**config.mk**
```make
export PLATFORM = sky130hd
export DESIGN_NAME = lnf_ctrl
export DESIGN_NICKNAME = d
export VERILOG_FILES = /design/src/hw/rtl/lnf_pkg.sv /design/src/hw/rtl/lnf_ctrl.sv
export SDC_FILE = /design/constraint.sdc
export NUM_CORES = 1
export LEC_CHECK = 0
export ABC_AREA = 1
export BUFFER_PORTS_ARGS = -buffer_cell sky130_fd_sc_hd__buf_2
export CORE_ASPECT_RATIO = 0.9
export CORE_UTILIZATION = 40
export CTS_CLUSTER_DIAMETER = 60
export DETAILED_ROUTE_END_ITERATION = 7
export GPL_TIMING_DRIVEN = 0
export HOLD_SLACK_MARGIN = 0.08
export PLACE_DENSITY_LB_ADDON = 0.15
export SYNTH_ARGS = -nofsm -noshare
export SYNTH_HDL_FRONTEND = slang
export SYNTH_SLANG_ARGS = --single-unit
```
**constraint.sdc**
```tcl
create_clock -name clk_i -period 1.8 [get_ports clk_i]
set_input_delay 0.09 -clock clk_i [delete_from_list [all_inputs] [get_ports clk_i]]
set_output_delay 0.09 -clock clk_i [all_outputs]
set_load 0.03 [all_outputs]
```
**src/hw/rtl/lnf_pkg.sv**
```systemverilog
// lnf_pkg: shared constants, command and status types of the layer norm core
`default_nettype none
package lnf_pkg;

  localparam int MAX_ELEMS  = 64;
  localparam int DATA_WIDTH = 16;
  localparam int CNT_W      = $clog2(MAX_ELEMS + 1);
  localparam int ADDR_W     = $clog2(MAX_ELEMS);
  localparam int SUM_W      = 22;
  localparam int SQ_W       = 38;
  localparam int EPS_W      = 16;
  localparam int OUT_W      = 16;
  localparam int NQ_W       = 45;
  localparam int NN_W       = 2 * CNT_W;
  localparam int EN_W       = EPS_W + NN_W;
  localparam int DV_W       = NQ_W + 1;
  localparam int B_W        = DV_W + CNT_W;
  localparam int D_W        = 24;
  localparam int AD_W       = 23;
  localparam int SQ2_W      = 2 * AD_W;
  localparam int A_W        = 52;
  localparam int SAT_SHIFT  = 6;
  localparam int CMP_W      = B_W + SAT_SHIFT;
  localparam int R_W        = B_W + 1;
  localparam int QUO_W      = 30;
  localparam int FRAC_BITS  = 24;
  localparam int ROOT_W     = QUO_W / 2;
  localparam int RM_W       = ROOT_W + 3;
  localparam int DIV_STEPS  = QUO_W;
  localparam int SQRT_STEPS = ROOT_W;
  localparam int ITER_W     = $clog2(DIV_STEPS);
  localparam logic [EPS_W-1:0] EPS_RESET = EPS_W'(1);
  localparam logic [OUT_W-1:0] SAT_POS   = {1'b0, {(OUT_W-1){1'b1}}};
  localparam logic [OUT_W-1:0] SAT_NEG   = {1'b1, {(OUT_W-1){1'b0}}};

  typedef enum logic [3:0] {
    OP_NONE, OP_ACC, OP_ST1, OP_ST2, OP_ST3, OP_ST4, OP_RD, OP_LD_D,
    OP_LD_SQ, OP_LD_A, OP_DIV_INIT, OP_DIV_STEP, OP_SQ_INIT, OP_SQ_STEP, OP_EMIT
  } op_e;

  typedef struct packed {
    op_e               op;
    logic [ADDR_W-1:0] addr;
    logic              last;
  } cmd_t;

  typedef struct packed {
    logic [CNT_W-1:0] count;
    logic             skip;
    logic             out_free;
  } sts_t;

endpackage
`default_nettype wire

```
**src/hw/rtl/lnf_ctrl.sv**
```systemverilog
// lnf_ctrl: sequencing state machine of the layer norm core
`default_nettype none
module lnf_ctrl import lnf_pkg::*; (
  input  wire logic clk_i,
  input  wire logic rst_ni,
  input  wire logic in_valid_i,
  input  wire logic is_last_i,
  output logic      in_ready_o,
  input  wire sts_t sts_i,
  output cmd_t      cmd_o
);

  typedef enum logic [14:0] {
    S_COLLECT = 15'b000000000000001,
    S_ST1     = 15'b000000000000010,
    S_ST2     = 15'b000000000000100,
    S_ST3     = 15'b000000000001000,
    S_ST4     = 15'b000000000010000,
    S_RD      = 15'b000000000100000,
    S_LDD     = 15'b000000001000000,
    S_LDSQ    = 15'b000000010000000,
    S_LDA     = 15'b000000100000000,
    S_CHK     = 15'b000001000000000,
    S_DIV     = 15'b000010000000000,
    S_SQI     = 15'b000100000000000,
    S_SQ      = 15'b001000000000000,
    S_EMIT    = 15'b010000000000000,
    S_SPARE   = 15'b100000000000000
  } state_e;

  state_e             state_q, state_d;
  logic [CNT_W-1:0]   k_q, k_d;
  logic [ITER_W-1:0]  it_q, it_d;
  logic               last_elem;

  assign in_ready_o = (state_q == S_COLLECT);
  assign last_elem  = ((k_q + CNT_W'(1)) == sts_i.count);

  always_comb begin
    state_d = state_q;
    k_d     = k_q;
    it_d    = it_q;
    cmd_o   = '{op: OP_NONE, addr: k_q[ADDR_W-1:0], last: 1'b0};
    unique case (state_q)
      S_COLLECT: begin
        if (in_valid_i) begin
          cmd_o.op = OP_ACC;
          if (is_last_i) begin
            state_d = S_ST1;
          end
        end
      end
      S_ST1: begin
        cmd_o.op = OP_ST1;
        state_d  = S_ST2;
      end
      S_ST2: begin
        cmd_o.op = OP_ST2;
        state_d  = S_ST3;
      end
      S_ST3: begin
        cmd_o.op = OP_ST3;
        state_d  = S_ST4;
      end
      S_ST4: begin
        cmd_o.op = OP_ST4;
        k_d      = '0;
        state_d  = S_RD;
      end
      S_RD: begin
        cmd_o.op = OP_RD;
        state_d  = S_LDD;
      end
      S_LDD: begin
        cmd_o.op = OP_LD_D;
        state_d  = S_LDSQ;
      end
      S_LDSQ: begin
        cmd_o.op = OP_LD_SQ;
        state_d  = S_LDA;
      end
      S_LDA: begin
        cmd_o.op = OP_LD_A;
        state_d  = S_CHK;
      end
      S_CHK: begin
        cmd_o.op = OP_DIV_INIT;
        it_d     = ITER_W'(DIV_STEPS - 1);
        state_d  = sts_i.skip ? S_EMIT : S_DIV;
      end
      S_DIV: begin
        cmd_o.op = OP_DIV_STEP;
        if (it_q == '0) begin
          state_d = S_SQI;
        end else begin
          it_d = it_q - ITER_W'(1);
        end
      end
      S_SQI: begin
        cmd_o.op = OP_SQ_INIT;
        it_d     = ITER_W'(SQRT_STEPS - 1);
        state_d  = S_SQ;
      end
      S_SQ: begin
        cmd_o.op = OP_SQ_STEP;
        if (it_q == '0) begin
          state_d = S_EMIT;
        end else begin
          it_d = it_q - ITER_W'(1);
        end
      end
      S_EMIT: begin
        if (sts_i.out_free) begin
          cmd_o.op   = OP_EMIT;
          cmd_o.last = last_elem;
          if (last_elem) begin
            state_d = S_COLLECT;
          end else begin
            k_d     = k_q + CNT_W'(1);
            state_d = S_RD;
          end
        end
      end
      default: begin
        state_d = S_COLLECT;
      end
    endcase
  end

  always_ff @(posedge clk_i or negedge rst_ni) begin
    if (!rst_ni) begin
      state_q <= S_COLLECT;
      k_q     <= '0;
      it_q    <= '0;
    end else begin
      state_q <= state_d;
      k_q     <= k_d;
      it_q    <= it_d;
    end
  end

endmodule
`default_nettype wire

```
# Yosys cells after proc, flatten, opt, wreduce, memory -nomap -nowiden
# Cells that the tools add are included.
# word_totals
ff_bits	27
elab_cells	52
out_inout_bits	12
# classes
n_eq_ne	22
add_sub_neg	2
reduce_logical	7
muxes	18
# op_table
cell	n
$pmux 15 s14	1
$mux 15	5
$pmux 4 s14	1
$eq 15x1->1 const B	1
$eq 15x10->1 const B	1
$eq 15x11->1 const B	1
$eq 15x12->1 const B	1
$eq 15x13->1 const B	1
$eq 15x14->1 const B	1
$eq 15x2->1 const B	1
$eq 15x3->1 const B	1
$eq 15x4->1 const B	1
$eq 15x5->1 const B	1
$eq 15x6->1 const B	1
$eq 15x7->1 const B	1
$eq 15x8->1 const B	1
$eq 15x9->1 const B	1
$pmux 5 s3	1
$mux 14	1
$mux 7	2
$ne 2x2->1 const B	7
$pmux 7 s2	1
$add 7x1->7 const B	1
$eq 7x7->1	1
other kinds (12)	14

# Logic depth before layout (Yosys ltp)
# Gate-level depths: netlist of the first run.
# logic_depth
word_depth	5
ltp_mapped	13
mapped_depth_nobuf	13

# Worst setup path after synthesis of the first run
# No wires, ideal clock.
# synth_timing
kind	flip-flop to output port
from	register k_q[0]
to	output cmd_o[0] in the netlist's numbering
t_required_ns	1.710
arrival_ns	1.741
slack_ns	-0.031
n_path_buf	0
path_stages_with_launch	12
path_cell_list	dfrtp_1 > ha_1 > inv_1 > nand2_1 > nand2_1 > nor2_1 > nand2_1 > inv_1 > nand2_1 > nor2_4 > nand3_1 > nor2_1
# synth_rtl
item	line	rtl
start: declaration	lnf_ctrl.sv:32	logic [CNT_W-1:0] k_q, k_d;
start signal: assignment	lnf_ctrl.sv:137	k_q <= k_d;
end: declaration	lnf_ctrl.sv:10	output cmd_t cmd_o

==> impl_metrics.json, run 1 <==
{
  "status": "finished with violations",
  "violations": "setup timing",
  "drive_gt1_frac": 0.420,
  "syn_nets": 306,
  "startpoint": "k_q[1]",
  "grt.total_usage": 0.200,
  "clkPwrFrac": 0.216,
  "holdCritStartpoint": "in_valid_i",
  "cts_tree": "yes",
  "clk_pin_slew_ns": 0.10,
  "netlist.top_cell.by_area": "dfrtp_1",
  "port_buffers": 24,
  "layout_common_cells": "nand2_1 (64), buf_4 (35), inv_1 (34), nand3_1 (29), nor2_1 (24)",
  "grt-ovfl-total": 0,
  "comb_power_share": 0.499,
  "final_common_cell": "nand2_1",
  "ys_seq_area_frac": 0.324,
  "yosysWarnings": 0,
  "hold_viol": 0,
  "drt_iter0_drc": 93,
  "area_delta_synth_final_pct": 43.9,
  "place.gp.congestion": 0.826,
  "clock_latency_ns": 0.28,
  "synth_area_leaders": "dfrtp_1 (31%), nand2_1 (13%), nand3_1 (8.2%)",
  "numCtsBuffers": 3,
  "criticalPathCategory": "reg -> out",
  "ys_ff_latch": 26,
  "start_util": 0.416,
  "cp_common_cell": "nand2_1",
  "fmax_mhz": 509,
  "worstHoldEndpoint": "state_q[0]",
  "power_leakage_nw": 1.52,
  "setup_tns_ns": -0.521,
  "synth_flop_cell": "dfrtp_1",
  "cp_max_fo": 3,
  "rsz0062_at_grt": "yes",
  "vias": 2017,
  "p_switching_w": 0.000910,
  "drt-pass1-iter-count": 4,
  "tightest_slew_ns": 0.606,
  "antenna_cells": 0,
  "final_cell_count_no_fill": 422,
  "slew_viol_final": 0,
  "cp-start-kind": "register",
  "r2r_end": "k_q[2]",
  "grt_max_degree": 27,
  "hold_class": "in -> reg",
  "num_rows": 24,
  "cp_slowest_cell": "dfrtp_2",
  "post-route-period-util": 1.09,
  "synthCells": 290,
  "setup_violations": 5,
  "slowest_delay_ns": 0.44,
  "grt_pass1_wl_um": 8580,
  "grt_pass1_vias": 1865,
  "ff2ff_path_depth": 14,
  "critPathRequiredTime_ns": 1.71,
  "synth_cell_type_count": 33,
  "die-area_mm2": 0.00532,
  "wire_per_inst_um": 12.4,
  "p_seq_frac": 0.285,
  "whs_ns": 0.122,
  "antenna_left": 0,
  "synth_area_mm2": 0.00201,
  "cts_max_level": 1,
  "cap_violations": 0,
  "power_density_mw_per_mm2": 807,
  "layout.nets": 374,
  "place_ws_ns": -0.126,
  "viasPerCell": 4.78,
  "clk_path_buf_depth": 2,
  "p_total_w": 0.00234,
  "core_mm2": 0.00483,
  "routed_wl_um": 5240,
  "ys_async_sr_fraction": 1.00,
  "ios": 25,
  "hold_depth": 4,
  "post-place-cells": 379,
  "cp-end-kind": "primary output",
  "fin_ws_ns": -0.165,
  "p_sw_frac": 0.389,
  "period_minus_slack_ns": 1.96,
  "synth_top_area_share": 0.311,
  "slew_headroom": 0.596,
  "fin_worst_skew_ns": 0.00231,
  "antenna_found_initial": 0,
  "cp_cell_sequence": "ha_4, inv_2, nand2_1, nand2_1, nor2_1, nand2_1, inv_2, nand2_2, nor2_4, nand3_2, nor2_2, buf_6",
  "vdd_ir_drop_max_mv": 0.596,
  "reg2reg_setup_slack_ns": 0.02,
  "r2r-start": "k_q[1]",
  "syn_area_per_cell_um2": 6.94,
  "synth_edf_count": 0,
  "root_buffer": "clkbuf_8",
  "fp.dieW_um": 76.8,
  "dp_hpwl_um": 3370,
  "fp.dieH_um": 69.3,
  "drc": 0,
  "crit_arrival_ns": 1.87,
  "clock_sinks": 26,
  "p_int_w": 0.00143
}
[critical path: cells and delay by family, from the launching register on]
kind                     cells  cell delay [ns]
adder cells (fa/ha/maj)      1             0.28
buffers and inverters        3             0.22
flip-flops                   1             0.44
AND/OR/NAND/NOR              8             0.64
[synthesized netlist by cell type (2+ instances only)]
library cell / instances
nand2_1: 71
nand3_4: 2
a21oi_1: 4
o21ai_1: 3
nor2_4: 6
nand4_1: 7
nor2_1: 34
inv_2: 4
nand2_2: 10
nand3_1: 33
o21ai_0: 8
nor2_2: 4
dfrtp_1: 25
ha_1: 3
buf_4: 6
nor3_1: 8
nand2_4: 7
inv_1: 40
[through the flow]
stage          area (um2)  utilization
2_1_floorplan        2020            -
3_3_place_gp         2220        0.459
3_5_place_dp         2220        0.459
4_1_cts              2730        0.565
5_1_grt              2900        0.599
6_report             2900        0.599
[final cells by class]
type	count	area (um2)
Inverter	45	189
Sequential cell	26	658
Timing Repair Buffer	62	482
Fill cell	440	1940
Clock buffer	3	41.3
Multi-Input combinational cell	214	1370
Tap cell	65	81.3
Clock inverter	1	30.0
Buffer	6	45.0
[worst max-delay path by stage]
stage          endpoint  slack (ns)  cells past startpoint
4_1_cts        cmd_o[0]       -0.23                     12
2_1_floorplan  cmd_o[0]        0.09                     11
3_5_place_dp   cmd_o[0]       -0.13                     12
6_report       cmd_o[0]       -0.16                     12
3_3_place_gp   cmd_o[0]       -0.12                     12
5_1_grt        cmd_o[0]       -0.28                     12
[sequential cells by signal (all words and copies together), names as in the netlist]
signal / cells
it_q: 5
state_q: 14
k_q: 7
[logic make-up (layout without fill, tap and decap cells)]
| group | after synthesis | count (layout) | synth area share |
|---|---|---|---|
| simple gates | 188 | 189 | 0.483 |
| buf+inv | 51 | 117 | 0.108 |
| flops | 26 | 26 | 0.324 |
| compound gates | 20 | 20 | 0.0584 |
| fa+ha+maj | 3 | 3 | 0.0186 |
| xor+xnor | 2 | 2 | 0.00870 |
[power by group through the flow]
stage	Sequential (W)	Clock, W	Combinational (W)
floorplan	0.000674	0	0.000544
global placement	0.000677	0	0.000702
detailed placement	0.000679	0	0.000701
CTS	0.000666	0.000516	0.00107
global route	0.000670	0.000535	0.00125
finish	0.000667	0.000505	0.00117
[per-layer routing]
| metal | vias up | track usage | wire (um) |
|---|---|---|---|
| li1 | 1055 | - | - |
| met1 | 915 | 0.280 | 2520 |
| met2 | 45 | 0.323 | 2510 |
| met3 | 2 | 0.0342 | 201 |
| met4 | 0 | 0.0427 | 21 |
| met5 | - | 0 | 0 |
[what timing repair did]
| item | 4_1_cts | 5_1_grt |
|---|---|---|
| hold endpoints to repair | 27 | 0 |
| buffers inserted | 27 | 10 |
| pin swaps | 26 | 26 |
| hold buffers | 3 | 0 |
| endpoints found under the setup margin | 14 | 16 |
| gates cloned | 1 | 0 |
| gates resized for setup | 55 | 27 |
No activity file was read; power rests on OpenSTA's default activity.
==> run 2: changes to the inputs <==
clock period = 2.13 ns   (was 1.8 ns; I/O delays follow)
==> run 2 against run 1 <==
Against the previous run:
- the flow now finishes without violations
- core utilization down 8.9 points
- sequential power down 15%
- hold slack worse by 0.020 ns
==> impl_metrics.json, run 2 (synthesis results as in run 1) <==
{
  "comb_power_share": 0.419,
  "grt-ovfl-total": 0,
  "p_sw_frac": 0.393,
  "antenna_cells": 0,
  "num_rows": 24,
  "rsz0062_at_grt": "yes",
  "dp_hpwl_um": 3450,
  "period_minus_slack_ns": 2.03,
  "p_int_w": 0.00103,
  "drc": 0,
  "slew_viol_final": 0,
  "drt_iter0_drc": 106,
  "post-route-period-util": 0.953,
  "top_regs": "state_q: 14 flops, k_q: 7 flops, it_q: 5 flops",
  "clk_pin_slew_ns": 0.10,
  "root_buffer": "clkbuf_8",
  "whs_ns": 0.101,
  "clock_latency_ns": 0.28,
  "p_seq_frac": 0.333,
  "cp-start-kind": "register",
  "antenna_found_initial": 0,
  "clock_sinks": 26,
  "drt-pass1-iter-count": 4,
  "grt.total_usage": 0.183,
  "wire_per_inst_um": 11.7,
  "largest_reg_flops": 14,
  "viasPerCell": 4.87,
  "place_ws_ns": 0.177,
  "p_switching_w": 0.000671,
  "cp_max_fo": 7,
  "critPathRequiredTime_ns": 2.02,
  "power_density_mw_per_mm2": 691,
  "cap_violations": 0,
  "cts_tree": "yes",
  "area_delta_synth_final_pct": 22.6,
  "largest_register": "state_q",
  "fin_ws_ns": 0.0997,
  "cts_max_level": 1,
  "power_leakage_nw": 1.31,
  "port_buffers": 24,
  "hold_viol": 0,
  "final_common_cell": "nand2_1",
  "p_total_w": 0.00171,
  "post-place-cells": 379,
  "grt_pass1_vias": 1731,
  "final_cell_count_no_fill": 395,
  "vias": 1922,
  "die-area_mm2": 0.00532,
  "routed_wl_um": 4600,
  "fp.dieH_um": 69.3,
  "grt_max_degree": 27,
  "antenna_left": 0,
  "core_mm2": 0.00483,
  "vdd_ir_drop_max_mv": 0.433,
  "layout.nets": 347,
  "criticalPathCategory": "reg -> out",
  "tightest_slew_ns": 0.583,
  "numCtsBuffers": 3,
  "ios": 25,
  "grt_pass1_wl_um": 7820,
  "layout_common_cells": "nand2_1 (67), inv_1 (38), nor2_1 (32), nand3_1 (31), buf_2 (23)",
  "clkPwrFrac": 0.248,
  "crit_arrival_ns": 1.92,
  "cp-end-kind": "primary output",
  "status": "finished clean",
  "drive_gt1_frac": 0.303,
  "hold_class": "in -> reg",
  "place.gp.congestion": 0.828,
  "slew_headroom": 0.611,
  "fin_worst_skew_ns": 0.00889,
  "fp.dieW_um": 76.8,
  "start_util": 0.416,
  "setup_violations": 0,
  "clk_path_buf_depth": 2,
  "fmax_mhz": 493
}
run 2: changes by cell type in the layout (fill, tap and decap cells not counted), sizes merged:
| cell | before | now |
|---|---|---|
| buf | 65 | 39 |
| inv | 43 | 45 |
| clkinv | 2 | 0 |
| dlygate4sd3 | 3 | 2 |
run 2: what timing repair did:
action / 4_1_cts / 5_1_grt
hold buffers: 2 / 0
gates resized for setup: 5 / 18
setup buffers: 3 / 6
hold endpoints to repair: 26 / 0
gates cloned: 0 / 1
endpoints found under the setup margin: 5 / 5
pin swaps: 2 / 10
run 2: worst max-delay path: stages (launching register included):
cell and delay (ns):
dfrtp_2 0.47, nor2_4 0.14, nand2_4 0.12, nor2_8 0.19, buf_4 0.14, nand2_2 0.07
nor2_4 0.15, inv_1 0.06, nand4_1 0.08, buf_2 0.20
run 2: worst paths after layout:
path                               to  slack, ns        from  cells after the start
hold / removal             state_q[0]       0.10   is_last_i                      4
setup reg to reg               k_q[0]       0.30  state_q[3]                     10
setup / recovery             cmd_o[8]        0.1  state_q[3]                      9
hold reg to reg               it_q[1]       0.53     it_q[1]                      2
min in group asynchronous  state_q[9]       0.35      rst_ni                      2
max in group asynchronous      k_q[0]       1.35      rst_ni                      2
run 2: cell type report:
type	instances	area (um2)
Fill cell	482	2370
Clock inverter	1	30.0
Timing Repair Buffer	35	210
Clock buffer	3	41.3
Buffer	6	45.0
Sequential cell	26	657
Inverter	45	174
Multi-Input combinational cell	214	1230
Tap cell	65	81.3
run 2: routing by layer:
metal	global-route usage	part of all wire	up-vias
met1	0.254	0.49	886
met3	0.0316	0.040	2
met4	0.0385	0.0046	0
met2	0.299	0.47	28
met5	0	0	-
li1	-	-	1006
run 2: through the flow:
| stage | utilization | area [um2] | TNS (ns) |
|---|---|---|---|
| CTS | 0.485 | 2350 | 0 |
| finish | 0.510 | 2470 | 0 |
| floorplan | - | 2010 | 0 |
| detailed placement | 0.458 | 2210 | 0 |
| global placement | 0.458 | 2210 | 0 |
| global route | 0.510 | 2470 | -0.0458 |
run 2: power groups by stage:
stage | Sequential, W | Clock (W) | Combinational (W)
final | 0.000569 | 0.000423 | 0.000714
after global routing | 0.000573 | 0.000448 | 0.000779
after CTS | 0.000564 | 0.000434 | 0.000604
after detailed placement | 0.000573 | 0 | 0.000595
after global placement | 0.000572 | 0 | 0.000592
after floorplan | 0.000570 | 0 | 0.000460
